$ cat config.mk
export PLATFORM = sky130hd
export DESIGN_NAME = tcw_sweep
export DESIGN_NICKNAME = d
export VERILOG_FILES = /design/src/sv/tcw_pkg.sv /design/src/sv/tcw_sweep.sv
export SDC_FILE = /design/constraint.sdc
export NUM_CORES = 1
export LEC_CHECK = 0
export BUFFER_PORTS_ARGS = -buffer_cell sky130_fd_sc_hd__buf_2
export CAP_MARGIN = 10
export CORE_AREA = 2 2 68 70
export DETAILED_ROUTE_END_ITERATION = 6
export DIE_AREA = 0 0 70 72
export PLACE_DENSITY_LB_ADDON = 0.25
export SYNTH_ARGS = -nofsm -noshare
export SYNTH_HDL_FRONTEND = slang
export SYNTH_SLANG_ARGS = --single-unit
$ cat constraint.sdc
create_clock -name clk_i -period 2.47 [get_ports clk_i]
set_input_delay 0.1235 -clock clk_i [delete_from_list [all_inputs] [get_ports clk_i]]
set_output_delay 0.1235 -clock clk_i [all_outputs]
set_load 0.01 [all_outputs]
$ cat src/sv/tcw_pkg.sv
// Shared constants and types of the text console writer.
`timescale 1ns / 1ps

package tcw_pkg;

  // Default screen geometry.
  localparam int unsigned ColumnsDef = 80;
  localparam int unsigned RowsDef    = 25;

  // Fixed field widths of the channel words.
  localparam int unsigned ModeW     = 1;
  localparam int unsigned CharW     = 8;
  localparam int unsigned RowFldW   = 5;
  localparam int unsigned ColFldW   = 7;
  localparam int unsigned CellW     = 16;
  localparam int unsigned ColorW    = 8;

  // Character codes and reset values.
  localparam logic [CharW-1:0]  NewlineCode = 8'd10;
  localparam logic [CharW-1:0]  SpaceCode   = 8'd32;
  localparam logic [ColorW-1:0] ColorReset  = 8'd10;
  localparam logic [CellW-1:0]  CellReset   = {ColorReset, SpaceCode};

  // Item modes.
  localparam logic [ModeW-1:0] ModeWrite = 1'b0;
  localparam logic [ModeW-1:0] ModeRead  = 1'b1;

  // Status from the memory sweep engine to the front end.
  typedef struct packed {
    logic run;     // memory free for item traffic
    logic scroll;  // row copy or last-row clear in progress
  } tcw_sweep_stat_t;

endpackage

$ cat src/sv/tcw_sweep.sv
// Memory sweep engine: reset clear, scroll copy, last-row clear, port mux.
`timescale 1ns / 1ps

module tcw_sweep
  import tcw_pkg::*;
#(
  parameter int unsigned COLUMNS = ColumnsDef,
  parameter int unsigned ROWS    = RowsDef,
  localparam int unsigned CellCount = ROWS * COLUMNS,
  localparam int unsigned LastBase  = (ROWS - 1) * COLUMNS,
  localparam int unsigned AddrW     = $clog2(CellCount)
) (
  input  logic             clk_i,
  input  logic             rst_ni,
  input  logic             scroll_start_i,
  input  logic [ColorW-1:0] color_i,
  input  logic             fe_we_i,
  input  logic [AddrW-1:0] fe_waddr_i,
  input  logic [CellW-1:0] fe_wdata_i,
  input  logic             fe_re_i,
  input  logic [AddrW-1:0] fe_raddr_i,
  input  logic [CellW-1:0] ram_rdata_i,
  output logic             ram_we_o,
  output logic [AddrW-1:0] ram_waddr_o,
  output logic [CellW-1:0] ram_wdata_o,
  output logic             ram_re_o,
  output logic [AddrW-1:0] ram_raddr_o,
  output tcw_sweep_stat_t  stat_o
);

  typedef enum logic [3:0] {
    StInit  = 4'b0001,
    StRun   = 4'b0010,
    StCopy  = 4'b0100,
    StClear = 4'b1000
  } tcw_sweep_state_e;

  tcw_sweep_state_e state_q, state_d;
  logic [AddrW-1:0] cnt_q, cnt_d;
  logic             cp_pend_q, cp_pend_d;
  logic [AddrW-1:0] cp_addr_q, cp_addr_d;

  localparam logic [AddrW-1:0] LastCell = AddrW'(CellCount - 1);
  localparam logic [AddrW-1:0] LastBaseA = AddrW'(LastBase);

  always_comb begin
    state_d     = state_q;
    cnt_d       = cnt_q;
    cp_pend_d   = 1'b0;
    cp_addr_d   = cp_addr_q;
    ram_we_o    = 1'b0;
    ram_waddr_o = cnt_q;
    ram_wdata_o = CellReset;
    ram_re_o    = 1'b0;
    ram_raddr_o = fe_raddr_i;
    case (state_q)
      StInit: begin
        ram_we_o = 1'b1;
        if (cnt_q == LastCell) begin
          state_d = StRun;
          cnt_d   = '0;
        end else begin
          cnt_d = cnt_q + 1'b1;
        end
      end
      StRun: begin
        ram_we_o    = fe_we_i;
        ram_waddr_o = fe_waddr_i;
        ram_wdata_o = fe_wdata_i;
        ram_re_o    = fe_re_i;
        if (scroll_start_i) begin
          state_d = StCopy;
          cnt_d   = '0;
        end
      end
      StCopy: begin
        // Write back the row below in the cycle after its read.
        ram_we_o    = cp_pend_q;
        ram_waddr_o = cp_addr_q;
        ram_wdata_o = ram_rdata_i;
        if (cnt_q != LastBaseA) begin
          ram_re_o    = 1'b1;
          ram_raddr_o = cnt_q + AddrW'(COLUMNS);
          cp_pend_d   = 1'b1;
          cp_addr_d   = cnt_q;
          cnt_d       = cnt_q + 1'b1;
        end else begin
          state_d = StClear;
        end
      end
      StClear: begin
        ram_we_o    = 1'b1;
        ram_wdata_o = {color_i, SpaceCode};
        if (cnt_q == LastCell) begin
          state_d = StRun;
          cnt_d   = '0;
        end else begin
          cnt_d = cnt_q + 1'b1;
        end
      end
      default: begin
        state_d = StInit;
        cnt_d   = '0;
      end
    endcase
  end

  always_ff @(posedge clk_i or negedge rst_ni) begin
    if (!rst_ni) begin
      state_q   <= StInit;
      cnt_q     <= '0;
      cp_pend_q <= 1'b0;
    end else begin
      state_q   <= state_d;
      cnt_q     <= cnt_d;
      cp_pend_q <= cp_pend_d;
    end
  end

  always_ff @(posedge clk_i) begin
    cp_addr_q <= cp_addr_d;
  end

  assign stat_o.run    = (state_q == StRun);
  assign stat_o.scroll = (state_q == StCopy) || (state_q == StClear);

  a_start_in_run: assert property (@(posedge clk_i) disable iff (!rst_ni)
    scroll_start_i |-> state_q == StRun)
    else $error("scroll started outside run state");

  a_copy_no_overlap: assert property (@(posedge clk_i) disable iff (!rst_ni)
    (state_q == StCopy && ram_we_o && ram_re_o) |-> ram_waddr_o != ram_raddr_o)
    else $error("copy read and write hit the same cell");

  a_clear_drained: assert property (@(posedge clk_i) disable iff (!rst_ni)
    (state_q == StClear) |-> !cp_pend_q)
    else $error("copy write still pending during row clear");

endmodule

==> results of run 1 <==
per-layer routing:
metal | GRT usage | vias up | share of wire
li1 | - | 958 | -
met1 | 0.272 | 904 | 0.43
met2 | 0.349 | 79 | 0.48
met3 | 0.0403 | 8 | 0.077
met4 | 0.0791 | 0 | 0.019
met5 | 0 | - | 0
timing repair:
action / in CTS / in global routing
setup endpoints to repair: 8 / 0
setup buffers: 0 / 0
hold endpoints to repair: 15 / 0
hold buffers: 1 / 0
gates resized for setup: 1 / 0
placed cells by master, fill, tap and decap left out, types with 2 or more instances in the layout:
cell and n:
nand2_1 37, o21ai_0 14, a22oi_1 9, edfxtp_1 11
buf_2 108, nor3_1 8, nand4_1 3, or3_1 2
a221o_1 4, buf_4 5, a21oi_1 2, and3_1 2
xnor2_1 7, mux2_2 3, nor2_1 13, a222oi_1 8
nand3_1 2, dfrtp_1 15, xor2_1 4, or2_2 2
clkbuf_8 3, a22o_1 8, inv_1 11, ha_1 4
nor3b_1 2, nor4b_2 3
cell families after synthesis:
family | synth area share
muxes | 0.0184
DFF | 0.399
xor gates and xnor gates | 0.0525
and+or+nand+nor | 0.225
buffers and inverters | 0.0675
AOI/OAI and AO/OA | 0.211
adders and majority gates | 0.0273
cell type report:
cell class,count,area [um2]
fill,414,1780
multi-input combinational,151,996
sequential,27,732
timing repair buffer,115,608
tap,52,65.1
clock buffer,4,45.0
inverter,11,41.3
power by group:
group	total [mW]	internal, mW	switching (mW)
Clock	0.250	0.116	0.134
Sequential	0.464	0.464	0
Combinational	0.0793	0.0475	0.0318
tightest hold or removal path, cell delays in order:
cell	delay, ps
buf_2	90
nand2_1	40
nand2_1	60
metrics by stage:
step | hold slack, ps | cell area [um2]
after floorplan | -172 | 1840
after global placement | 59.1 | 2430
after detailed placement | 56.8 | 2430
after CTS | 76.3 | 2490
after global routing | 102 | 2490
final | 76.1 | 2490
state kept, by name, indices dropped and copies added, names as in the netlist:
signal     cells
cnt_q         11
cp_addr_q     11
cp_pend_q      1
state_q        4
worst paths after layout:
path | from | cells past startpoint | slack, ps | endpoint
setup / recovery | cnt_q[5]$_DFFE_PN0P_ | 8 | 160 | ram_raddr_o[6]
hold / removal | scroll_start_i | 3 | 80 | state_q[2]$_DFFE_PN0P_
setup reg to reg | state_q[3]$_DFFE_PN0P_ | 6 | 400 | cnt_q[0]$_DFFE_PN0P_
hold reg to reg | cnt_q[0]$_DFFE_PN0P_ | 0 | 530 | cp_addr_q[0]$_DFFE_PP_
max in group asynchronous | rst_ni | 2 | 1880 | state_q[0]$_DFFE_PN1P_
min in group asynchronous | rst_ni | 2 | 280 | cnt_q[7]$_DFFE_PN0P_
==> results.md, run 1 <==
- Hold Crit Class: primary input to flop
- Final core utilization: 0.583
- Inserted Clock Buffers: 3
- Detail Route Antenna Nets: 0
- IO Pins: around 110
- Req. time, crit path: about 2400 ps
- Cell count after synthesis: 206
- Seq/Total Area, Yosys: 0.399
- Initial core utilization: 0.430
- PnR worst setup slack: 159 ps
- PwrDens: 319 nW/um2
- Clock skew: 2.52 ps
- Mapped Area: ~1800 um2
- Final setup viols: 0
- Via Count: 1,949
- Slowest stage delay, CP: 450 ps
- Share of layout cells above drive strength 1: 0.425
- Die area: 5040 um2
- Post-synth ARST share: 0.593
- Fin. Hold Viols: 0
- Distinct cells, synth: 42
- Crit-path cells: inv_1 > ha_1 > nand4_1 > o21ai_2 > buf_4 > nand2_1 > o21ai_0 > buf_2
- Pin count of the biggest net entering global routing: 40
- Reg clk slew, reported paths: 90 ps
- Peak VDD IR: 0.257 mV
- Drt pass-1 iters: 4
- Max Cap Viol: 0
- Top_reg_cell synth: dfrtp_1
- Area grow syn2layout: 35.5%
- Worst setup SP type: flop
- Dpl cells: 355
- Finished Layout Cells: 360
- Critical path type: flop to primary output
- Vias in the first global route: 1,796
- First-pass GRT wire length: 8530 um
- Status: complete, no violations
- Syn_area_per_cell: 8.91 um2
- Max Fclk: 433 MHz
- Max Slew Vio Count: 0
- Largest area contributor in the netlist: dfrtp_1
- TNS Setup: 0 ps
- Critical-path top delay cell: dfrtp_1
- CP max FO: 12
- RSZ-0062 raised after global routing: no
- Synth Register Bits: 27
- GRT Residual Overflow: 0
- Leakage: 1.32 nW
- CP delay by family, top: buffers and inverters
- CTS tree: built
- Yosys top cell area share: 0.204
- Crit path arrival time: 2190 ps
- Bufs and invs on worst path: 3
- Routability cong.: 0.830
- Mapped Nets: around 280
- Relative slew slack: 0.443
- Top-count cell post-synth: nand2_1
- Synthesis Warnings: 0
- Period minus WS final: 2310 ps
- GRT Overall Usage: 0.209
- Chip width: approximately 70 um
- Final Cycle Share: 0.936
- DR WL/cell: 14.8 um
- Post-DP HPWL: 4090 um
- Final net count: 380
- Antenna violations before repair: 0
- Pwr Total: just under 0.8 mW
- Row Count: 24
- Slew @ Worst Pin: between 800 and 900 ps
- Final WL: 5330 um
- Die height: 72 um
- Core ar.: 4260 um2
- CP Capture Type: primary output
- DRC: 0
- I/O Buffers: 108
- Clock sinks: 27
- ANT cells: 0
- Starting DRT DRC Count: 88
- H-tree depth: 1
- Vias per cell: about 5.4
- Top cells by count, synth: 37 x nand2_1, 15 x dfrtp_1, 15 x o21ai_0
- Worst-case clock buffer depth: 2
- Worst-Skew Late Latency: ~270 ps
- Setup WS pre-CTS: 195 ps
- Root Driver: clkbuf_8
- Number of synthesized flops with an enable pin: 11
- Top area cells in the synthesized netlist: dfrtp_1 20%, edfxtp_1 18%, nand2_1 7.6%
No activity file was read; power rests on OpenSTA's default activity.
==> inputs of run 2 (changes only) <==
clock period = 2.35 ns   (was 2.47 ns; I/O delays follow)
==> results.md, run 2 (synthesized netlist as in run 1, its figures left out) <==
- Bufs and invs on worst path: 2 (was 3)
- Pin count of the biggest net entering global routing: 38 (was 40)
- I/O Buffers: 108 (unchanged)
- TNS Setup: 0 ps (unchanged)
- Initial core utilization: 0.430 (unchanged)
- Antenna violations before repair: 0 (unchanged)
- Area grow syn2layout: 35.7% (was 35.5%)
- DR WL/cell: 14.7 um (was 14.8 um)
- Area of the multi-input gates: 1000 um2 (was 996 um2)
- Setup WS pre-CTS: 333 ps (was 195 ps)
- CP Capture Type: primary output (unchanged)
- Root Driver: clkbuf_8 (unchanged)
- Max Cap Viol: 0 (unchanged)
- Inserted Clock Buffers: 3 (unchanged)
- CP max FO: 37 (was 12)
- Final WL: 5260 um (was 5330 um)
- CTS tree: built (unchanged)
- Crit-path cells: nor4b_2 > buf_12 > nor3_1 > a221o_1 > buf_2 (was inv_1 > ha_1 > nand4_1 > o21ai_2 > buf_4 > nand2_1 > o21ai_0 > buf_2)
- DRC: 0 (unchanged)
- Finished Layout Cells: 358 (was 360)
- Commonest non-fill, non-tap cell in the layout: buf_2 (unchanged)
- Leakage: 1.31 nW (was 1.32 nW)
- RSZ-0062 raised after global routing: no (unchanged)
- GRT Residual Overflow: 0 (unchanged)
- GRT Overall Usage: 0.206 (was 0.209)
- Final net count: 378 (was 380)
- Max Slew Vio Count: 0 (unchanged)
- H-tree depth: 1 (unchanged)
- First-pass GRT wire length: 8490 um (was 8530 um)
- Post-DP HPWL: 4040 um (was 4090 um)
- Drt pass-1 iters: 5 (was 4)
- Starting DRT DRC Count: 112 (was 88)
- Top flop regs: cnt_q (11), cp_addr_q (11), state_q (4) (unchanged)
- Relative slew slack: 0.446 (was 0.443)
- Final Cycle Share: 0.941
- Layout fillers: 404 (was 414)
- Sequential Area: 732 um2 (unchanged)
- Share of layout cells above drive strength 1: 0.425 (about the same)
- CP delay by family, top: simple AND/OR/NAND/NOR gates (was buffers and inverters)
- Slowest stage delay, CP: 570 ps (was 450 ps)
- Worst setup SP type: flop (unchanged)
- Status: complete, no violations (unchanged)
- Critical-path top delay cell: nor4b_2 (was dfrtp_1)
- Die height: 72 um (unchanged)
- Reg clk slew, reported paths: 90 ps (about the same)
- Fin. Hold Viols: 0 (unchanged)
- Routability cong.: 0.780 (was 0.830)
- Worst-Skew Late Latency: 290 ps (was 270 ps)
- Peak VDD IR: 0.267 mV (was 0.257 mV)
- Worst-case clock buffer depth: 2 (unchanged)
- PnR worst setup slack: 138 ps (was 159 ps)
- Via Count: 1,925 (was 1,949)
- Critical path type: flop to primary output (unchanged)
- PwrDens: 343 nW/um2 (was 319 nW/um2)
- Most frequent cells in the layout: 108 x buf_2, 37 x nand2_1, 15 x dfrtp_1 (unchanged)
- Vias in the first global route: 1,786 (was 1,796)
- IO Pins: 109 (unchanged)
- Hold Crit Class: primary input to flop (unchanged)
- Die area: 5040 um2 (unchanged)
- Max Fclk: 452 MHz
- Clock skew: 7.24 ps (was 2.52 ps)
- Crit path arrival time: 2090 ps (was 2190 ps)
- Row Count: 24 (unchanged)
- Final setup viols: 0 (unchanged)
- Core ar.: 4260 um2 (unchanged)
- Dpl cells: 353 (was 355)
- Detail Route Antenna Nets: 0 (unchanged)
- Period minus WS final: 2210 ps
- Clock sinks: 27 (unchanged)
- Chip width: 70 um (unchanged)
- Req. time, crit path: 2230 ps (was 2350 ps)
- ANT cells: 0 (unchanged)
- Slew @ Worst Pin: 828 ps (was 834 ps)
- Vias per cell: 5.38 (was 5.41)
==> run 2: cell types whose count changed in the layout (fill, tap and decap cells not counted), sizes merged <==
| cell | change |
|---|---|
| clkbuf | -1 |
| buf | -2 |
| inv | +1 |
==> run 2: cell type report <==
class,instances,area share
Inverter,11,0.0166
Multi-Input combinational cell,151,0.404
Sequential cell,27,0.294
Clock buffer,3,0.0166
Tap cell,52,0.0261
Timing Repair Buffer,113,0.240
Clock inverter,1,0.00352
==> run 2: final timing paths <==
| kind | slack [ps] | to | startpoint | depth (start not counted) |
|---|---|---|---|---|
| hold reg to reg | 530 | cp_addr_q[0]$_DFFE_PP_ | cnt_q[0]$_DFFE_PN0P_ | 0 |
| max in group asynchronous | 1770 | state_q[0]$_DFFE_PN1P_ | rst_ni | 2 |
| setup reg to reg | 340 | cnt_q[0]$_DFFE_PN0P_ | cnt_q[4]$_DFFE_PN0P_ | 7 |
| setup / recovery | 140 | ram_waddr_o[4] | state_q[3]$_DFFE_PN0P_ | 5 |
| min in group asynchronous | 260 | cnt_q[8]$_DFFE_PN0P_ | rst_ni | 2 |
| hold / removal | 60 | state_q[2]$_DFFE_PN0P_ | scroll_start_i | 3 |
==> run 2: repair_timing <==
action                     in CTS  in global routing
hold buffers                    1                  0
setup endpoints to repair       0                 21
hold endpoints to repair       15                  0
gates resized for setup         0                  3
buffers inserted                0                  0
==> run 2: power breakdown <==
group,internal (mW),leakage (nW),switching (mW)
Sequential,0.487,0.304,0
Clock,0.125,0.0261,0.159
Combinational,0.0500,0.982,0.0337
Total,0.662,1.31,0.192
==> run 2: routing by layer <==
| layer | share of wire | track usage | wire (um) | up-vias |
|---|---|---|---|---|
| li1 | - | - | - | 949 |
| met1 | 0.42 | 0.265 | 2220 | 901 |
| met2 | 0.50 | 0.362 | 2640 | 72 |
| met3 | 0.069 | 0.0375 | 361 | 3 |
| met4 | 0.0067 | 0.0491 | 35 | 0 |
| met5 | 0 | 0 | 0 | - |
==> run 2: worst register-to-register path: stages, from the launching register on <==
cell and delay, ps:
dfrtp_1 480, inv_1 120, ha_1 150, nand4_1 150
nor3_1 260, o21ba_1 340, nor2_1 130, mux2_2 270
==> run 2: metrics by stage <==
step | instance area [um2] | hold WS [ps] | total power [mW] | utilization
5_1_grt | 2490 | 58.9 | 0.887 | 0.584
6_report | 2490 | 56.5 | 0.855 | 0.584
4_1_cts | 2470 | 61.0 | 0.860 | 0.580
3_3_place_gp | 2410 | 51.5 | 0.578 | 0.566
3_5_place_dp | 2410 | 53.7 | 0.580 | 0.566
2_1_floorplan | 1840 | -178 | 0.511 | -
==> inputs of run 3 (changes only) <==
PLACE_DENSITY = 0.82   (was not set)
PLACE_DENSITY_LB_ADDON = not set   (was 0.25)
==> results.md, run 3 (synthesized netlist as in run 1, its figures left out) <==
- Post-DP HPWL: 4210 um (was 4040 um)
- DR WL/cell: 15.1 um (was 14.7 um)
- Relative slew slack: 0.466 (was 0.446)
- Inserted Clock Buffers: 3 (unchanged)
- Vias per cell: 5.45 (was 5.38)
- Final net count: 382 (was 378)
- Flop2flop setup slack: 370 ps (was 340 ps)
- WHS Endpoint: state_q[2]$_DFFE_PN0P_ (unchanged)
- Worst setup SP type: flop (unchanged)
- R2r worst-path depth: 5 (was 7)
- Row Count: 24 (unchanged)
- H-tree depth: 1 (unchanged)
- Antenna violations before repair: 1 (was 0)
- Post CTS Setup Buffer Count: 0 (unchanged)
- Clock skew: 3.69 ps (was 7.24 ps)
- Worst-case clock buffer depth: 2 (unchanged)
- TNS Setup: 0 ps (unchanged)
- Pin count of the biggest net entering global routing: 40 (was 38)
- Worst reg2reg path endpoint: cnt_q[0]$_DFFE_PN0P_ (unchanged)
- Vias in the first global route: 1,843 (was 1,786)
- Sequential Area: 732 um2 (unchanged)
- Status: complete, no violations (unchanged)
- Max Slew Vio Count: 0 (unchanged)
- I/O Buffers: 108 (unchanged)
- Drt pass-1 iters: 4 (was 5)
- Peak VDD IR: 0.218 mV (was 0.267 mV)
- Die height: 72 um (unchanged)
- Area grow syn2layout: 37.0% (was 35.7%)
- Area of the multi-input gates: 1000 um2 (about the same)
- GRT Overall Usage: 0.215 (was 0.206)
- Hold path cells: 3 (unchanged)
- Share of layout cells above drive strength 1: 0.429 (was 0.425)
- Req. time, crit path: 2230 ps (about the same)
- Layout fillers: 368 (was 404)
- Clock sinks: 27 (unchanged)
- CP Launch Point: cnt_q[4]$_DFFE_PN0P_ (was state_q[3]$_DFFE_PN0P_)
- Starting DRT DRC Count: 121 (was 112)
- Fin. Hold Viols: 0 (unchanged)
- Final WL: 5470 um (was 5260 um)
- Period minus WS final: 2230 ps (was 2210 ps)
- Hold Crit Start: scroll_start_i (unchanged)
- PwrDens: 333 nW/um2 (was 343 nW/um2)
- IO Pins: 109 (unchanged)
- DRC: 0 (unchanged)
- Max Cap Viol: 0 (unchanged)
- Initial core utilization: 0.430 (unchanged)
- CTS tree: built (unchanged)
- CP max FO: 16 (was 37)
- Detail Route Antenna Nets: 0 (unchanged)
- Root Driver: clkbuf_8 (unchanged)
- GRT Residual Overflow: 0 (unchanged)
- Worst-Skew Late Latency: 280 ps (was 290 ps)
- CP Capture Type: primary output (unchanged)
- Core ar.: 4260 um2 (unchanged)
- Most frequent cells in the layout: 108 x buf_2, 37 x nand2_1, 15 x dfrtp_1 (unchanged)
- Critical path type: flop to primary output (unchanged)
- Commonest non-fill, non-tap cell in the layout: buf_2 (unchanged)
- Final core utilization: 0.590 (was 0.584)
- Hold Crit Class: primary input to flop (unchanged)
- RSZ-0062 raised after global routing: yes (was no)
- Leakage: 1.33 nW (was 1.31 nW)
- Top flop regs: cnt_q (11), cp_addr_q (11), state_q (4) (unchanged)
- Final setup viols: 0 (unchanged)
- First-pass GRT wire length: 8710 um (was 8490 um)
- Final Cycle Share: 0.949 (was 0.941)
- Routability cong.: 0.904 (was 0.780)
- Slew @ Worst Pin: 799 ps (was 828 ps)
- Via Count: 1,977 (was 1,925)
- Reg2reg start: state_q[3]$_DFFE_PN0P_ (was cnt_q[4]$_DFFE_PN0P_)
- Reg clk slew, reported paths: 90 ps (about the same)
- Chip width: 70 um (unchanged)
- Crit path arrival time: 2110 ps (was 2090 ps)
- Max Fclk: 448 MHz (was 452 MHz)
- Die area: 5040 um2 (unchanged)
==> run 3: worst max path at each step <==
stage / to
2_1_floorplan: cp_addr_q[0]$_DFFE_PP_
3_3_place_gp: ram_waddr_o[3]
3_5_place_dp: ram_waddr_o[6]
4_1_cts: ram_waddr_o[6]
5_1_grt: ram_raddr_o[5]
6_report: ram_raddr_o[5]
==> run 3: worst max-delay path: stages (launching register included) <==
cell and delay (ps):
dfrtp_1 460, inv_1 110, ha_1 150, nand4_1 130, o21ai_1 250, buf_4 240
mux2_2 350, buf_2 140
==> run 3: metrics by stage <==
| step | setup slack [ps] | std cells | power (mW) | area (um2) | hold WS, ps |
|---|---|---|---|---|---|
| after CTS | 54.9 | 362 | 0.841 | 2500 | 93.3 |
| after global routing | -7.43 | 363 | 0.866 | 2510 | 118 |
| after global placement | 496 | 357 | 0.578 | 2440 | 47.0 |
| after floorplan | 433 | 206 | 0.511 | 1840 | -178 |
| final | 119 | 363 | 0.838 | 2510 | 105 |
| after detailed placement | 365 | 357 | 0.579 | 2440 | 53.2 |
==> run 3: timing repair <==
action,4_1_cts,5_1_grt
endpoints found under the hold margin,15,0
setup endpoints to repair,0,8
resized for setup,0,2
hold buffers,1,0
==> run 3: power breakdown <==
part / total, mW / internal (mW) / switching (mW)
sequential: 0.487 / 0.487 / 0
combinational: 0.0838 / 0.0500 / 0.0338
clock: 0.267 / 0.119 / 0.148
total: 0.838 / 0.656 / 0.182
==> run 3: final cells by class <==
class                      instances  area share
timing repair buffer             117       0.249
antenna                            1    0.000995
inverter                          11      0.0164
clock buffer                       3      0.0164
multi-input combinational        151       0.398
sequential                        27       0.291
clock inverter                     1     0.00199
tap                               52      0.0259
==> run 3: layer usage <==
| metal | GRT usage | part of all wire | vias up | wire length (um) |
|---|---|---|---|---|
| li1 | - | - | 958 | - |
| met1 | 0.261 | 0.39 | 913 | 2150 |
| met2 | 0.380 | 0.51 | 97 | 2810 |
| met3 | 0.0389 | 0.073 | 9 | 398 |
| met5 | 0 | 0 | - | 0 |
| met4 | 0.0876 | 0.020 | 0 | 112 |
